## config.mk

```make
export PLATFORM = sky130hd
export DESIGN_NAME = maze_carver_dfs
export DESIGN_NICKNAME = d
export VERILOG_FILES = /design/src/mcd_pkg.sv /design/src/mcd_nbr.sv /design/src/maze_carver_dfs.sv
export SDC_FILE = /design/constraint.sdc
export NUM_CORES = 2
export LEC_CHECK = 0
export BUFFER_PORTS_ARGS = -buffer_cell sky130_fd_sc_hd__buf_4
export CORE_ASPECT_RATIO = 0.5
export CORE_MARGIN = 3
export CORE_UTILIZATION = 55
export CTS_CLUSTER_DIAMETER = 150
export CTS_CLUSTER_SIZE = 20
export DETAILED_ROUTE_END_ITERATION = 7
export GPL_TIMING_DRIVEN = 0
export PLACE_DENSITY = 0.71
export SLEW_MARGIN = 20
export SYNTH_ARGS = -nofsm -noshare
export SYNTH_HDL_FRONTEND = slang
export SYNTH_SLANG_ARGS = --single-unit
```

## constraint.sdc

```tcl
create_clock -name clk -period 23.7 [get_ports clk]
set_clock_uncertainty 0.2 [all_clocks]
set_input_delay 3.555 -clock clk [delete_from_list [all_inputs] [get_ports clk]]
set_output_delay 3.555 -clock clk [all_outputs]
set_load 0.02 [all_outputs]
```

## src/mcd_pkg.sv

```systemverilog
// Shared constants, codes and types of the depth-first maze carver.
`default_nettype none
package mcd_pkg;

    // Grid and stack geometry
    localparam int GRID_SIZE   = 21;
    localparam int STACK_DEPTH = 121;

    // Coordinate width of the row and column words
    localparam int COORD_W = 5;

    // Wall memory: one bit per cell, row-major
    localparam int MAP_N = GRID_SIZE * GRID_SIZE;
    localparam int MA_W  = $clog2(MAP_N);

    // Stack index and stack depth counter widths
    localparam int SA_W = $clog2(STACK_DEPTH);
    localparam int SD_W = $clog2(STACK_DEPTH + 1);

    // Highest legal row or column
    localparam logic [COORD_W-1:0] GRID_LAST = COORD_W'(GRID_SIZE - 1);

    // Input action codes
    localparam logic ACT_START = 1'b0;
    localparam logic ACT_STEP  = 1'b1;

    // Step directions
    typedef enum logic [1:0] {
        DIR_UP    = 2'd0,
        DIR_DOWN  = 2'd1,
        DIR_LEFT  = 2'd2,
        DIR_RIGHT = 2'd3
    } dir_t;

    // Result of the neighbor unit
    typedef struct packed {
        logic               in_grid;
        logic [COORD_W-1:0] row;
        logic [COORD_W-1:0] col;
        logic [MA_W-1:0]    addr;
    } nbr_t;

endpackage
`default_nettype wire

```

## src/mcd_nbr.sv

```systemverilog
// Neighbor unit: offsets a cell by 0, 1 or 2 in one direction, checks bounds, forms the address.
`default_nettype none
module mcd_nbr
(
    input  wire logic [mcd_pkg::COORD_W-1:0] row,
    input  wire logic [mcd_pkg::COORD_W-1:0] col,
    input  wire mcd_pkg::dir_t               dir,
    input  wire logic [1:0]                  span,
    output mcd_pkg::nbr_t                    nbr
);

    logic [mcd_pkg::COORD_W:0]   row_w;
    logic [mcd_pkg::COORD_W:0]   col_w;
    logic [mcd_pkg::COORD_W:0]   dist_w;
    logic [mcd_pkg::COORD_W:0]   sum_r;
    logic [mcd_pkg::COORD_W:0]   sum_c;
    logic [mcd_pkg::COORD_W:0]   grid_w;
    logic [mcd_pkg::COORD_W-1:0] row_o;
    logic [mcd_pkg::COORD_W-1:0] col_o;
    logic                        ok;

    assign row_w  = {1'b0, row};
    assign col_w  = {1'b0, col};
    assign dist_w = (mcd_pkg::COORD_W + 1)'(span);
    assign sum_r  = row_w + dist_w;
    assign sum_c  = col_w + dist_w;
    assign grid_w = (mcd_pkg::COORD_W + 1)'(mcd_pkg::GRID_SIZE);

    // Step the coordinate and check the grid edge
    always_comb
    begin
        row_o = row;
        col_o = col;
        ok    = 1'b1;
        case (dir)
            mcd_pkg::DIR_UP:
            begin
                ok    = (row_w >= dist_w);
                row_o = row - mcd_pkg::COORD_W'(span);
            end
            mcd_pkg::DIR_DOWN:
            begin
                ok    = (sum_r < grid_w);
                row_o = sum_r[mcd_pkg::COORD_W-1:0];
            end
            mcd_pkg::DIR_LEFT:
            begin
                ok    = (col_w >= dist_w);
                col_o = col - mcd_pkg::COORD_W'(span);
            end
            mcd_pkg::DIR_RIGHT:
            begin
                ok    = (sum_c < grid_w);
                col_o = sum_c[mcd_pkg::COORD_W-1:0];
            end
            default:
            begin
                ok = 1'b0;
            end
        endcase
    end

    // Row-major address: row times grid size plus column
    assign nbr.in_grid = ok;
    assign nbr.row     = row_o;
    assign nbr.col     = col_o;
    assign nbr.addr    = mcd_pkg::MA_W'(row_o) * mcd_pkg::MA_W'(mcd_pkg::GRID_SIZE)
                       + mcd_pkg::MA_W'(col_o);

endmodule
`default_nettype wire

```

## src/maze_carver_dfs.sv

```systemverilog
// Top level of the depth-first maze carver: sequencer, wall memory, path stack, output word.
//
// Depth-first (recursive backtracker) maze carver on a 21 x 21 grid with one wall bit per
// cell and an explicit path stack. A start word walls the whole grid with a sweep over
// all GRID_SIZE*GRID_SIZE cells (441), then carves and reports the start cell. A step
// word probes the cell two away in the given direction through the single neighbor
// unit and the registered read of the wall memory, each probe passing through S_PROBE
// and then S_TEST; a successful carve returns two words (the wall cell between, then
// the target). A blocked probe falls into a scan of all four directions, and a pop
// reloads the new top from the stack memory through S_POP and S_RELOAD. A pop that
// empties the stack returns one finished word. The input side is ready only while the
// sequencer is idle; the output word register lets the next word be taken while a
// result still waits, and the sequencer holds when it has a result to emit and the
// output word is still occupied.
`default_nettype none
module maze_carver_dfs
(
    input  wire logic                        clk,
    input  wire logic                        rst_n,

    input  wire logic                        in_valid,
    output logic                             in_ready,
    input  wire logic                        action,
    input  wire logic [mcd_pkg::COORD_W-1:0] start_row,
    input  wire logic [mcd_pkg::COORD_W-1:0] start_col,
    input  wire logic [1:0]                  direction,

    output logic                             out_valid,
    input  wire logic                        out_ready,
    output logic [mcd_pkg::COORD_W-1:0]      cell_row,
    output logic [mcd_pkg::COORD_W-1:0]      cell_col,
    output logic                             carved,
    output logic                             finished,
    output logic                             last_of_run
);

    typedef enum logic [3:0] {
        S_IDLE,
        S_CLEAR,
        S_START,
        S_PROBE,
        S_TEST,
        S_CARVE_MID,
        S_CARVE_TGT,
        S_POP,
        S_FINISH,
        S_RELOAD
    } state_t;

    localparam int CW = mcd_pkg::COORD_W;

    // Sequencer state
    state_t                     state_reg,     state_next;
    mcd_pkg::dir_t              dir_reg,       dir_next;
    logic                       first_reg,     first_next;
    logic                       in_grid_reg,   in_grid_next;
    logic [CW-1:0]              srow_reg,      srow_next;
    logic [CW-1:0]              scol_reg,      scol_next;
    logic [CW-1:0]              top_row_reg,   top_row_next;
    logic [CW-1:0]              top_col_reg,   top_col_next;
    logic [mcd_pkg::SD_W-1:0]   depth_reg,     depth_next;
    logic [mcd_pkg::MA_W-1:0]   clr_cnt_reg,   clr_cnt_next;

    // Output word
    logic                       out_valid_reg, out_valid_next;
    logic [CW-1:0]              out_row_reg,   out_row_next;
    logic [CW-1:0]              out_col_reg,   out_col_next;
    logic                       carved_reg,    carved_next;
    logic                       finished_reg,  finished_next;
    logic                       last_reg,      last_next;

    // Memories
    logic                       wall_mem [mcd_pkg::MAP_N];
    logic [2*CW-1:0]            stack_mem [mcd_pkg::STACK_DEPTH];
    logic                       map_q;
    logic [2*CW-1:0]            stk_q;

    logic                       map_we;
    logic [mcd_pkg::MA_W-1:0]   map_wa;
    logic                       map_wd;
    logic                       stk_we;
    logic [mcd_pkg::SA_W-1:0]   stk_wa;
    logic [2*CW-1:0]            stk_wd;
    logic [mcd_pkg::SD_W-1:0]   depth_m2;
    logic [mcd_pkg::SA_W-1:0]   stk_ra;

    // Neighbor unit operands
    logic [CW-1:0]              u_row;
    logic [CW-1:0]              u_col;
    mcd_pkg::dir_t              u_dir;
    logic [1:0]                 u_dist;
    mcd_pkg::nbr_t              nbr;

    logic                       in_acc;
    logic                       out_free;
    logic                       hit;
    logic                       stack_full;

    mcd_nbr u_nbr
    (
        .row  (u_row),
        .col  (u_col),
        .dir  (u_dir),
        .span (u_dist),
        .nbr  (nbr)
    );

    assign in_ready   = (state_reg == S_IDLE);
    assign in_acc     = in_valid && in_ready;
    assign out_free   = !out_valid_reg || out_ready;
    assign hit        = in_grid_reg && map_q;
    assign stack_full = (depth_reg == mcd_pkg::SD_W'(mcd_pkg::STACK_DEPTH));
    assign depth_m2   = depth_reg - mcd_pkg::SD_W'(2);
    assign stk_ra     = depth_m2[mcd_pkg::SA_W-1:0];

    assign out_valid   = out_valid_reg;
    assign cell_row    = out_row_reg;
    assign cell_col    = out_col_reg;
    assign carved      = carved_reg;
    assign finished    = finished_reg;
    assign last_of_run = last_reg;

    // Pick the neighbor unit operands for the current step
    always_comb
    begin
        u_row  = top_row_reg;
        u_col  = top_col_reg;
        u_dir  = dir_reg;
        u_dist = 2'd2;
        case (state_reg)
            S_START:
            begin
                u_row  = srow_reg;
                u_col  = scol_reg;
                u_dist = 2'd0;
            end
            S_CARVE_MID:
            begin
                u_dist = 2'd1;
            end
            default:
            begin
                u_dist = 2'd2;
            end
        endcase
    end

    // Sequencer next state, memory writes and output word
    always_comb
    begin
        state_next     = state_reg;
        dir_next       = dir_reg;
        first_next     = first_reg;
        in_grid_next   = in_grid_reg;
        srow_next      = srow_reg;
        scol_next      = scol_reg;
        top_row_next   = top_row_reg;
        top_col_next   = top_col_reg;
        depth_next     = depth_reg;
        clr_cnt_next   = clr_cnt_reg;
        out_valid_next = out_valid_reg && !out_ready;
        out_row_next   = out_row_reg;
        out_col_next   = out_col_reg;
        carved_next    = carved_reg;
        finished_next  = finished_reg;
        last_next      = last_reg;
        map_we         = 1'b0;
        map_wa         = nbr.addr;
        map_wd         = 1'b0;
        stk_we         = 1'b0;
        stk_wa         = depth_reg[mcd_pkg::SA_W-1:0];
        stk_wd         = {nbr.row, nbr.col};

        case (state_reg)
            S_IDLE:
            begin
                if (in_acc)
                begin
                    if (action == mcd_pkg::ACT_START)
                    begin
                        // Saturate the start cell into the grid
                        srow_next    = (start_row > mcd_pkg::GRID_LAST) ? mcd_pkg::GRID_LAST
                                                                         : start_row;
                        scol_next    = (start_col > mcd_pkg::GRID_LAST) ? mcd_pkg::GRID_LAST
                                                                         : start_col;
                        clr_cnt_next = '0;
                        state_next   = S_CLEAR;
                    end
                    else if (depth_reg != '0)
                    begin
                        dir_next   = mcd_pkg::dir_t'(direction);
                        first_next = 1'b1;
                        state_next = S_PROBE;
                    end
                end
            end

            S_CLEAR:
            begin
                // Sweep the grid back to walls
                map_we = 1'b1;
                map_wa = clr_cnt_reg;
                map_wd = 1'b1;
                if (clr_cnt_reg == mcd_pkg::MA_W'(mcd_pkg::MAP_N - 1))
                begin
                    state_next = S_START;
                end
                else
                begin
                    clr_cnt_next = clr_cnt_reg + mcd_pkg::MA_W'(1);
                end
            end

            S_START:
            begin
                if (out_free)
                begin
                    map_we         = 1'b1;
                    stk_we         = 1'b1;
                    stk_wa         = '0;
                    top_row_next   = srow_reg;
                    top_col_next   = scol_reg;
                    depth_next     = mcd_pkg::SD_W'(1);
                    out_valid_next = 1'b1;
                    out_row_next   = srow_reg;
                    out_col_next   = scol_reg;
                    carved_next    = 1'b1;
                    finished_next  = 1'b0;
                    last_next      = 1'b1;
                    state_next     = S_IDLE;
                end
            end

            S_PROBE:
            begin
                // Wall memory read of the target is issued this cycle
                in_grid_next = nbr.in_grid;
                state_next   = S_TEST;
            end

            S_TEST:
            begin
                if (first_reg)
                begin
                    if (hit && !stack_full)
                    begin
                        state_next = S_CARVE_MID;
                    end
                    else
                    begin
                        first_next = 1'b0;
                        dir_next   = mcd_pkg::DIR_UP;
                        state_next = S_PROBE;
                    end
                end
                else if (hit)
                begin
                    // Top cell still has a wall neighbor: drop the step
                    state_next = S_IDLE;
                end
                else if (dir_reg == mcd_pkg::DIR_RIGHT)
                begin
                    state_next = S_POP;
                end
                else
                begin
                    dir_next   = mcd_pkg::dir_t'(dir_reg + 2'd1);
                    state_next = S_PROBE;
                end
            end

            S_CARVE_MID:
            begin
                if (out_free)
                begin
                    map_we         = 1'b1;
                    out_valid_next = 1'b1;
                    out_row_next   = nbr.row;
                    out_col_next   = nbr.col;
                    carved_next    = 1'b1;
                    finished_next  = 1'b0;
                    last_next      = 1'b0;
                    state_next     = S_CARVE_TGT;
                end
            end

            S_CARVE_TGT:
            begin
                if (out_free)
                begin
                    // Carve the target and push it
                    map_we         = 1'b1;
                    stk_we         = 1'b1;
                    top_row_next   = nbr.row;
                    top_col_next   = nbr.col;
                    depth_next     = depth_reg + mcd_pkg::SD_W'(1);
                    out_valid_next = 1'b1;
                    out_row_next   = nbr.row;
                    out_col_next   = nbr.col;
                    carved_next    = 1'b1;
                    finished_next  = 1'b0;
                    last_next      = 1'b1;
                    state_next     = S_IDLE;
                end
            end

            S_POP:
            begin
                if (depth_reg == mcd_pkg::SD_W'(1))
                begin
                    state_next = S_FINISH;
                end
                else
                begin
                    // Stack read of the new top is issued this cycle
                    depth_next = depth_reg - mcd_pkg::SD_W'(1);
                    state_next = S_RELOAD;
                end
            end

            S_RELOAD:
            begin
                top_row_next = stk_q[2*CW-1:CW];
                top_col_next = stk_q[CW-1:0];
                state_next   = S_IDLE;
            end

            S_FINISH:
            begin
                if (out_free)
                begin
                    depth_next     = '0;
                    out_valid_next = 1'b1;
                    out_row_next   = '0;
                    out_col_next   = '0;
                    carved_next    = 1'b0;
                    finished_next  = 1'b1;
                    last_next      = 1'b1;
                    state_next     = S_IDLE;
                end
            end

            default:
            begin
                state_next = S_IDLE;
            end
        endcase
    end

    // Hold state and the output word
    always_ff @(posedge clk or negedge rst_n)
    begin
        if (!rst_n)
        begin
            state_reg     <= S_IDLE;
            dir_reg       <= mcd_pkg::DIR_UP;
            first_reg     <= 1'b0;
            in_grid_reg   <= 1'b0;
            srow_reg      <= '0;
            scol_reg      <= '0;
            top_row_reg   <= '0;
            top_col_reg   <= '0;
            depth_reg     <= '0;
            clr_cnt_reg   <= '0;
            out_valid_reg <= 1'b0;
            out_row_reg   <= '0;
            out_col_reg   <= '0;
            carved_reg    <= 1'b0;
            finished_reg  <= 1'b0;
            last_reg      <= 1'b0;
        end
        else
        begin
            state_reg     <= state_next;
            dir_reg       <= dir_next;
            first_reg     <= first_next;
            in_grid_reg   <= in_grid_next;
            srow_reg      <= srow_next;
            scol_reg      <= scol_next;
            top_row_reg   <= top_row_next;
            top_col_reg   <= top_col_next;
            depth_reg     <= depth_next;
            clr_cnt_reg   <= clr_cnt_next;
            out_valid_reg <= out_valid_next;
            out_row_reg   <= out_row_next;
            out_col_reg   <= out_col_next;
            carved_reg    <= carved_next;
            finished_reg  <= finished_next;
            last_reg      <= last_next;
        end
    end

    // Wall memory: one write port, registered read at the neighbor address
    always_ff @(posedge clk)
    begin
        if (map_we)
        begin
            wall_mem[map_wa] <= map_wd;
        end
        map_q <= wall_mem[nbr.addr];
    end

    // Path stack: push at the depth, registered read of the entry under the top
    always_ff @(posedge clk)
    begin
        if (stk_we)
        begin
            stack_mem[stk_wa] <= stk_wd;
        end
        stk_q <= stack_mem[stk_ra];
    end

endmodule
`default_nettype wire
```

==> results_dict.tcl <==
set metrics [dict create \
    status "completed" \
    finalSetupViolations 0 \
    crit_family "buffers and inverters" \
    path_buf_inv 8 \
    io_pins 32 \
    cts.sinks 1720 \
    syn_nets 4063 \
    postPlaceCellArea_um2 74500 \
    port_buffers 31 \
    gp_congestion 0.970 \
    yosys_warnings 0 \
    cts-buffers-inserted 95 \
    required_ns 24.05 \
    min_period_over_period_pct 40.9 \
    timing.fmax_mhz 103 \
    clock_latency_ns 0.77 \
    root_buffer "clkbuf_16" \
    worst_pin_slew_ns 1.43 \
    start_util_pct 56.1 \
    synth_compound_area_share_pct 2.58 \
    grt_pass1_vias 38600 \
    synth_cell_type_count 70 \
    dp_hpwl_mm 127 \
    worst_slack_ns 14.02 \
    dieHeight_um 261 \
    reg.largest.list "stack_mem: 1210 flops, wall_mem: 441 flops, stk_q: 10 flops" \
    grt_setup_unrepaired "false" \
    grt_pass1_wl_mm 271 \
    clockBufferDepth 3 \
    crit_path_top_delay_cell "buf_1" \
    first_pass_iters 7 \
    hold_viol_final 0 \
    synth_edf_count 1651 \
    grtUsageTotal_pct 28.2 \
    die_w_um 515 \
    dieArea_um2 134000 \
    netlist_top_cells_area "edfxtp_1 (69%), mux4_2 (15%), nor2_1 (3.2%), dfrtp_1 (2.0%), nand2_1 (1.2%)" \
    detail-route-antenna-nets 0 \
    grt_max_degree 126 \
    htree_levels 3 \
    grt_overflow 0 \
    post_cts_buffers 0 \
    arrival_ns 10.04 \
    largest_register_ffs 1210 \
    crit_type "reg2reg" \
    synth-seq-area-share_pct 71.8 \
    postCtsResizedCells 0 \
    synth_cells 3993 \
    end_kind "flop" \
    wl_per_cell_um 32.0 \
    top_register "stack_mem" \
    n_antenna_cell 0 \
    async_flop_share_pct 3.37 \
    synth_top_family_by_area "multiplexers" \
    synth-seq-cells 1720 \
    syn_area_per_cell_um2 17.9 \
    cp_cell_sequence "clkbuf_1 > nand2b_1 > o21ai_0 > inv_1 > fa_1 > o211ai_1 > o211ai_1 > buf_4 > buf_4 > ha_1 > ha_1 > ha_1 > ha_1 > inv_1 > fa_1 > clkbuf_1 > buf_1 > clkbuf_1 > mux2i_1 > o2111ai_1 > a31oi_1 > o32ai_1" \
    crit_top_cell "ha_1" \
    final_common_cell "edfxtp_1" \
    slew_headroom_pct 4.04 \
    drc_errors 0 \
    layout_common_cells "edfxtp_1 (1,651), nor2_1 (568), mux4_2 (490), nand2_1 (226), clkbuf_1 (128)" \
    fill_cells 9083 \
    wl_mm 188 \
    vias 39500 \
    postCtsHoldBufs 0 \
    syn_area_um2 71400 \
    period_minus_slack_ns 9.68 \
    core_area_um2 127000 \
    synth_top_cell_area_share_pct 69.5 \
    synth_area_leader_cell "edfxtp_1" \
    tns_ns 0 \
    nets 4227 \
    drive_above_1_share_pct 20.5 \
    cp-start-kind "flop" \
    fin_util_pct 60.6 \
    yosys.area_share.xor_xnor_pct 0.279 \
    avgViaCountPerCell 6.72 \
    dpl_worst_slack_ns 14.39 \
    synth_fa_ha_area_share_pct 1.01 \
    final_area_um2 77200 \
    cts_tree "built" \
    crit_fanout 11 \
    synthMuxAreaShare_pct 16.5 \
    hold_path_class "reg2reg" \
    path_clk_slew_ns 0.09 \
    slowest_delay_ns 0.94 \
    synth-main-ff-cell "edfxtp_1" \
    row_count 92 \
    antenna_found_initial 7 \
    slew_viol_final 0 \
    cap_violations 0 \
    drt-initial-drc-count 5900 \
    area_growth_pct 8.17 \
    synthSimpleGateAreaFrac_pct 6.19 \
]
metal layers:
metal	track usage (%)	vias up	wire, um
met3	7.54	461	21100
met5	0.360	-	108
met2	44.6	2406	88400
met4	9.12	8	7510
met1	38.6	20500	70900
li1	-	16100	-
tightest hold or removal path, stage by stage, from the launching register on:
cell     delay (ns)
dfrtp_1        0.36
nand2_1        0.05
o21ai_0        0.06
kinds of logic (layout without fill, tap and decap cells):
group | after synthesis | in the layout
flip-flops | 1720 | 1720
AND/OR/NAND/NOR | 1058 | 1058
multiplexers | 558 | 558
AO/OA/AOI/OAI | 299 | 299
buffers and inverters | 284 | 471
adder cells (fa/ha/maj) | 53 | 53
XOR/XNOR | 21 | 21
final cells by class:
cell class	instances	area [um2]	share of cell area (%)
Clock inverter	5	93.8	0.122
Clock buffer	115	2470	3.20
Multi-Input combinational cell	1989	19100	24.8
Inverter	47	186	0.242
Timing Repair Buffer	67	907	1.18
Sequential cell	1720	51200	66.4
Tap cell	1692	2120	2.74
Buffer	237	1050	1.36
cell usage after synthesis, types with 17 or more instances:
cell type,count
a21oi_1,91
buf_1,23
buf_2,92
clkbuf_1,121
dfrtp_1,58
edfxtp_1,1651
ha_1,45
inv_1,47
mux2_2,24
mux2i_1,44
mux4_2,490
nand2_1,226
nand3_1,38
nor2_1,599
nor2b_1,17
nor3_1,109
o21ai_0,74
through the flow:
stage / std cells / hold slack (ns)
after floorplan: 3993 / 0.260
after detailed placement: 5752 / 0.280
after CTS: 5872 / 0.303
after global routing: 5872 / 0.322
after global placement: 5716 / 0.272
final: 5872 / 0.298
worst paths after layout:
| kind | to | cells past startpoint | slack (ns) | startpoint |
|---|---|---|---|---|
| max | map_q | 22 | 14.02 | state_reg[3] |
| min | finished | 2 | 0.30 | finished |
| max reg2reg | map_q | 22 | 14.02 | state_reg[3] |
| min reg2reg | finished | 2 | 0.30 | finished |
| max in group asynchronous | cell_col[4] | 1 | 20.05 | rst_n |
| min in group asynchronous | top_row_reg[2] | 1 | 2.67 | rst_n |
Power is left out: the tool's default activity adds up to more than one toggle a clock period on the data nets, which glitch-free logic cannot reach.
